[config.mk]
export PLATFORM = sky130hd
export DESIGN_NAME = ssf_cell
export DESIGN_NICKNAME = d
export VERILOG_FILES = /design/src/sv/ssf_pkg.sv /design/src/sv/ssf_cell.sv
export SDC_FILE = /design/constraint.sdc
export NUM_CORES = 2
export LEC_CHECK = 0
export BUFFER_PORTS_ARGS = -buffer_cell sky130_fd_sc_hd__buf_2
export CAP_MARGIN = 10
export CORE_ASPECT_RATIO = 0.75
export CORE_UTILIZATION = 60
export CTS_BUF_LIST = sky130_fd_sc_hd__clkbuf_2 sky130_fd_sc_hd__clkbuf_4 sky130_fd_sc_hd__clkbuf_8
export DETAILED_ROUTE_END_ITERATION = 8
export HOLD_SLACK_MARGIN = 0.03
export PLACE_DENSITY = 0.77
export SYNTH_ARGS = -nofsm -noshare
export SYNTH_HDL_FRONTEND = slang
export SYNTH_SLANG_ARGS = --single-unit
[constraint.sdc]
create_clock -name clk -period 15.7 [get_ports clk]
set_clock_uncertainty 0.1 [all_clocks]
set_input_delay 3.14 -clock clk [delete_from_list [all_inputs] [get_ports clk]]
set_output_delay 3.14 -clock clk [all_outputs]
set_load 0.01 [all_outputs]
[src/sv/ssf_pkg.sv]
// shared constants, types and helpers of the state-space filter
// no dependencies
package ssf_pkg;

  localparam int STATE_DIM_DEF = 4;
  localparam int DATA_W        = 32;
  localparam int COEF_W        = 16;
  localparam int PROD_W        = DATA_W + COEF_W;
  localparam int IDX_W         = 5;
  localparam int OPC_W         = 2;
  localparam int FRAC_SHIFT    = 12;

  localparam logic [OPC_W-1:0] OP_SAMPLE  = 2'd0;
  localparam logic [OPC_W-1:0] OP_COEF    = 2'd1;
  localparam logic [OPC_W-1:0] OP_INIT    = 2'd2;
  localparam logic [OPC_W-1:0] OP_RESTORE = 2'd3;

  // per-step control broadcast to every cell
  typedef struct packed {
    logic start;   // clear accumulator, load start column
    logic mac;     // issue one multiply this cycle
    logic use_u;   // operand is the input sample, coefficient is B or D
  } ssf_ctrl_t;

  // coefficient write broadcast to every cell
  typedef struct packed {
    logic                     en;
    logic [IDX_W-1:0]         index;
    logic signed [COEF_W-1:0] value;
  } ssf_cwr_t;

  // clamp a Q20.12 write value into the Q4.12 coefficient range
  function automatic logic signed [COEF_W-1:0] sat_coef(input logic signed [DATA_W-1:0] v);
    logic signed [COEF_W-1:0] r;
    if (v > DATA_W'(32767)) begin
      r = 16'sh7fff;
    end else if (v < -DATA_W'(32768)) begin
      r = 16'sh8000;
    end else begin
      r = v[COEF_W-1:0];
    end
    return r;
  endfunction

endpackage

[src/sv/ssf_cell.sv]
// one row cell: coefficient row, multiplier, accumulator and rounding
// depends on ssf_pkg
module ssf_cell #(
  parameter int STATE_DIM = ssf_pkg::STATE_DIM_DEF,
  parameter int FIRST_IDX = 0,
  parameter int EXTRA_IDX = 0,
  parameter int START_COL = 0
) (
  input  logic                              clk,
  input  logic                              rst,
  input  ssf_pkg::ssf_ctrl_t                ctrl,
  input  ssf_pkg::ssf_cwr_t                 cwr,
  input  logic signed [ssf_pkg::DATA_W-1:0] opnd,
  output logic signed [ssf_pkg::DATA_W-1:0] res,
  output logic                              sat
);

  localparam int SLOT_W = $clog2(STATE_DIM + 1);
  localparam int ACC_W  = ssf_pkg::PROD_W + $clog2(STATE_DIM + 2);
  localparam int TOP_LO = ssf_pkg::FRAC_SHIFT + ssf_pkg::DATA_W - 1;

  logic signed [ssf_pkg::COEF_W-1:0] coef [STATE_DIM+1];
  logic        [SLOT_W-1:0]          col;
  logic signed [ssf_pkg::PROD_W-1:0] prod;
  logic                              prod_v;
  logic signed [ACC_W-1:0]           acc;

  logic        [31:0]                idx_i;
  logic                              hit_row;
  logic                              hit_extra;
  logic        [SLOT_W-1:0]          wr_slot;
  logic        [SLOT_W-1:0]          rd_slot;
  logic signed [ssf_pkg::COEF_W-1:0] coef_sel;
  logic signed [ACC_W-1:0]           rnd;
  logic        [ACC_W-TOP_LO-1:0]    hi;

  // which slot of this row a coefficient write lands in
  assign idx_i     = 32'(cwr.index);
  assign hit_row   = (idx_i >= 32'(FIRST_IDX)) && (idx_i < 32'(FIRST_IDX + STATE_DIM));
  assign hit_extra = (idx_i == 32'(EXTRA_IDX));
  assign wr_slot   = hit_extra ? SLOT_W'(STATE_DIM) : SLOT_W'(idx_i - 32'(FIRST_IDX));

  always_ff @(posedge clk) begin
    if (rst) begin
      for (int s = 0; s <= STATE_DIM; s++) begin
        coef[s] <= '0;
      end
    end else if (cwr.en && (hit_row || hit_extra)) begin
      coef[wr_slot] <= cwr.value;
    end
  end

  assign rd_slot  = ctrl.use_u ? SLOT_W'(STATE_DIM) : col;
  assign coef_sel = coef[rd_slot];

  // column walks with the rotating state, starting at this row's own column
  always_ff @(posedge clk) begin
    if (rst) begin
      col    <= '0;
      prod_v <= 1'b0;
    end else begin
      prod_v <= ctrl.mac;
      if (ctrl.start) begin
        col <= SLOT_W'(START_COL);
      end else if (ctrl.mac) begin
        col <= (col == SLOT_W'(STATE_DIM - 1)) ? '0 : col + SLOT_W'(1);
      end
    end
  end

  always_ff @(posedge clk) begin
    if (ctrl.mac) begin
      prod <= ssf_pkg::PROD_W'(coef_sel) * ssf_pkg::PROD_W'(opnd);
    end
  end

  always_ff @(posedge clk) begin
    if (ctrl.start) begin
      acc <= '0;
    end else if (prod_v) begin
      acc <= acc + ACC_W'(prod);
    end
  end

  // round half up, drop fraction bits, clamp to 32 bits
  assign rnd = acc + ACC_W'(1 << (ssf_pkg::FRAC_SHIFT - 1));
  assign hi  = rnd[ACC_W-1:TOP_LO];
  assign sat = !((&hi) || !(|hi));

  always_comb begin
    if (!sat) begin
      res = rnd[TOP_LO:ssf_pkg::FRAC_SHIFT];
    end else if (rnd[ACC_W-1]) begin
      res = {1'b1, {(ssf_pkg::DATA_W-1){1'b0}}};
    end else begin
      res = {1'b0, {(ssf_pkg::DATA_W-1){1'b1}}};
    end
  end

endmodule

==> results.md <==
* Die span in x at 262 um
* Highest routed layer: met4
* Combined global-route utilization of all metal layers at 0.299
* Required arrival time at the worst endpoint at 15,930 ps
* Detailed-route DRC error count at 0
* Total area of sequential cells at 6390 um2
* Leading cell type in the layout, fill and taps excluded: sky130_fd_sc_hd__inv_1
* Clock slew seen by the registers of the worst setup and hold paths at 60 ps
* Setup repair bufs after CTS at 0
* Unique cell type count in the Yosys netlist at 81
* Count of antenna diodes in the layout at 0
* Final hold violation count at 0
* Critical Path Start Type: primary input
* Number of antenna violations at the first check in global routing at 0
* Status: finished clean
* Min-delay worst type: reg -> reg
* Final WL at between 70 and 80 mm
* Most frequent cells in the layout: sky130_fd_sc_hd__inv_1, sky130_fd_sc_hd__fa_1, sky130_fd_sc_hd__nand2_1
* Setup slack of the most critical reg-to-reg path at 6420 ps
* Cell depth of the worst min-delay path at 2
* Vias per inst at ~5.7
* Routed met1 length at approximately 33 mm
* Max-slew violations at 0
* Setup TNS at 0 ps
* Synth Flop Type: sky130_fd_sc_hd__edfxtp_1
* Multi-input gate area in the final layout at 21,600 um2
* Clock latency of the later-clocked register in the worst-skew pair at 600 ps
* Average size of a mapped cell at 9.59 um2
* Setup CP Type: in -> reg
* Amount of wire on met3 after detailed routing at 7.07 mm
* Cell area after synthesis at 30,500 um2
* Count of standard-cell rows at about 70
* DIE AREA at 51,700 um2
* Port Buffers at 91
* Largest buffer count on any clock path at 3
* Number of top-level pins at 92
* Total grt overflow at 0
* Number of clock buffers inserted by TritonCTS at 39
* Number of hold-repair buffers added at the cts stage at 0
* Fraction of synthesis flops using an asynchronous set or reset pin at 0
* Count of flip-flops with a built-in enable after synthesis at 176
* Wire length of the first global-routing pass at 122 mm
* Setup repair after global routing missed its margin: no
* Area grow syn2layout at 6.45%
* Post-layout min period at 11,090 ps
* Critical path launch point: ctrl[0]
* Startpoint of the most critical register-to-register path: col[0]
* Final Setup Violations at 0
* Largest net degree at the start of global routing at 58
* Routability Congestion at roughly 0.91
* DRT iter0 DRCs at ~1,800
* Starting density of the core at 0.608
* Tightest Pin Transition at 1040 ps
* Mapped Cells at 3,175
* Number of synthesized register bits at around 230
* Worst reg-to-reg path cell count at 28
* Vias in the first global route at about 23,000
* MaxCap Viol Count at 0
* Overall die height at 197 um
* Fraction of the cycle the final worst path needs at 0.706
* Average wire length per cell after detail routing at ~19 um
* Worst-path fanout max at 32
* Core ar. at ~50,000 um2
* Clock sink count at 231
* Post-layout nets at 3,961
* Clock tree from TritonCTS: built
* Number of cells upsized or downsized after cts at 0
* Number of vias after detailed routing at about 22,000
* Source of the worst hold timing path: acc[8]
* Count of fill cells added during filler insertion at 4,095
* Number of nets still failing antenna checks after routing at 0
* Depth of the CTS H-tree at 2
* Arrival time of the worst setup path at 11,320 ps
* Synth warn at 0
* Buffer cell driving the clock tree root: sky130_fd_sc_hd__clkbuf_8
* Reg-to-Reg End: prod[47]
* Part of the Yosys area used for sequential elements at 0.210
* First-pass iteration count of the detailed router at 6
* Worst hold path endpoint: acc[8]
* Detail Placement HPWL at 57.0 mm
* Amount of wire on met2 after detailed routing at 32.2 mm
* Share of post-route cells with drive strength above 1 at 0.0879
* Sort of element at the end of the critical path: flop
* Slew headroom at 0.304
* Peak clock frequency supported by timing at 90.2 MHz
## synth_stat cells, drive strengths merged, types with 5 or more instances
cell      n  share of area
and3     16         0.0035
a21o     73          0.018
a31oi     8         0.0016
a211o     6         0.0017
or2       9         0.0018
nor2b    11         0.0023
nand3    36         0.0061
a21oi   135          0.026
fa      487           0.32
o21a     12         0.0030
nor4      5         0.0015
mux2i    31          0.010
a41oi     6         0.0020
xnor2    75          0.022
o21ai    90          0.015
nand2   381          0.047
edfxtp  176           0.17
a211oi   22         0.0054
dfxtp    55          0.036
nand2b   10         0.0021
nand4    20         0.0046
xor2     52          0.015
o211ai    8         0.0020
o21bai   16         0.0039
and4      9         0.0027
nor2    122          0.015
clkbuf  133          0.016
mux2     17         0.0063
buf      15         0.0033
o22ai    20         0.0046
ha      166          0.068
nor3     23         0.0039
mux4     16          0.012
inv     579          0.071
and2    278          0.057
## logic make-up after synthesis
logic type | count (synthesis) | share of synthesized area
compound gates | 435 | 0.0940
fa+ha+maj | 653 | 0.388
simple gates | 935 | 0.152
mux | 64 | 0.0283
other cells | 1 | 0.000123
xor+xnor | 127 | 0.0365
flops | 231 | 0.210
buf+inv | 729 | 0.0913
## how the worst max path moves through the flow
stage	to	slack, ps	cells past startpoint
floorplan	prod[47]	5020	30
global placement	prod[47]	4230	28
detailed placement	prod[47]	4030	28
CTS	prod[47]	4680	28
global route	prod[47]	4120	28
finish	prod[47]	4610	28
## flip-flops by register name, indices dropped and copies added (netlist names)
register and flops:
coef 128, acc 51, prod 48, col 3
prod_v 1
## final cells by class
type                            instances  area share
Clock buffer                           54      0.0206
Clock inverter                         15     0.00347
Inverter                              581      0.0673
Multi-Input combinational cell       2278       0.666
Sequential cell                       231       0.197
Tap cell                              657      0.0254
Timing Repair Buffer                  118      0.0203
## critical path, stage by stage
cell and delay [ps]:
sky130_fd_sc_hd__buf_2 120, sky130_fd_sc_hd__nor2b_1 790, sky130_fd_sc_hd__mux4_2 600, sky130_fd_sc_hd__nand2_1 90, sky130_fd_sc_hd__o21ai_2 50, sky130_fd_sc_hd__buf_4 250
sky130_fd_sc_hd__and2_1 220, sky130_fd_sc_hd__fa_1 480, sky130_fd_sc_hd__inv_1 50, sky130_fd_sc_hd__fa_1 460, sky130_fd_sc_hd__fa_1 520, sky130_fd_sc_hd__inv_1 60
sky130_fd_sc_hd__fa_1 490, sky130_fd_sc_hd__fa_1 490, sky130_fd_sc_hd__inv_1 50, sky130_fd_sc_hd__fa_1 470, sky130_fd_sc_hd__inv_1 40, sky130_fd_sc_hd__ha_1 350
sky130_fd_sc_hd__a21oi_1 160, sky130_fd_sc_hd__o21ai_0 110, sky130_fd_sc_hd__a21oi_1 280, sky130_fd_sc_hd__a21oi_1 290, sky130_fd_sc_hd__a31oi_1 420, sky130_fd_sc_hd__o21ai_0 200
sky130_fd_sc_hd__o41ai_1 640, sky130_fd_sc_hd__o211ai_1 190, sky130_fd_sc_hd__a21oi_1 210, sky130_fd_sc_hd__xnor2_1 80
## metrics by stage
step / utilization / hold WS, ps / cell area, um2 / cells / setup WS (ps)
2_1_floorplan: - / 363 / 30700 / 3238 / 5020
3_3_place_gp: 0.631 / 375 / 31600 / 3865 / 4230
3_5_place_dp: 0.631 / 388 / 31600 / 3865 / 4030
4_1_cts: 0.647 / 397 / 32400 / 3934 / 4680
5_1_grt: 0.647 / 430 / 32400 / 3934 / 4120
6_report: 0.647 / 395 / 32400 / 3934 / 4610
## routing by layer
layer,global-route usage,up-vias
li1,-,10100
met1,0.439,11100
met2,0.457,1015
met3,0.0640,95
met4,0.0625,0
met5,0,-
Power is not shown: default switching activity piles up to over one toggle a cycle in this logic, so the estimate is an artifact.
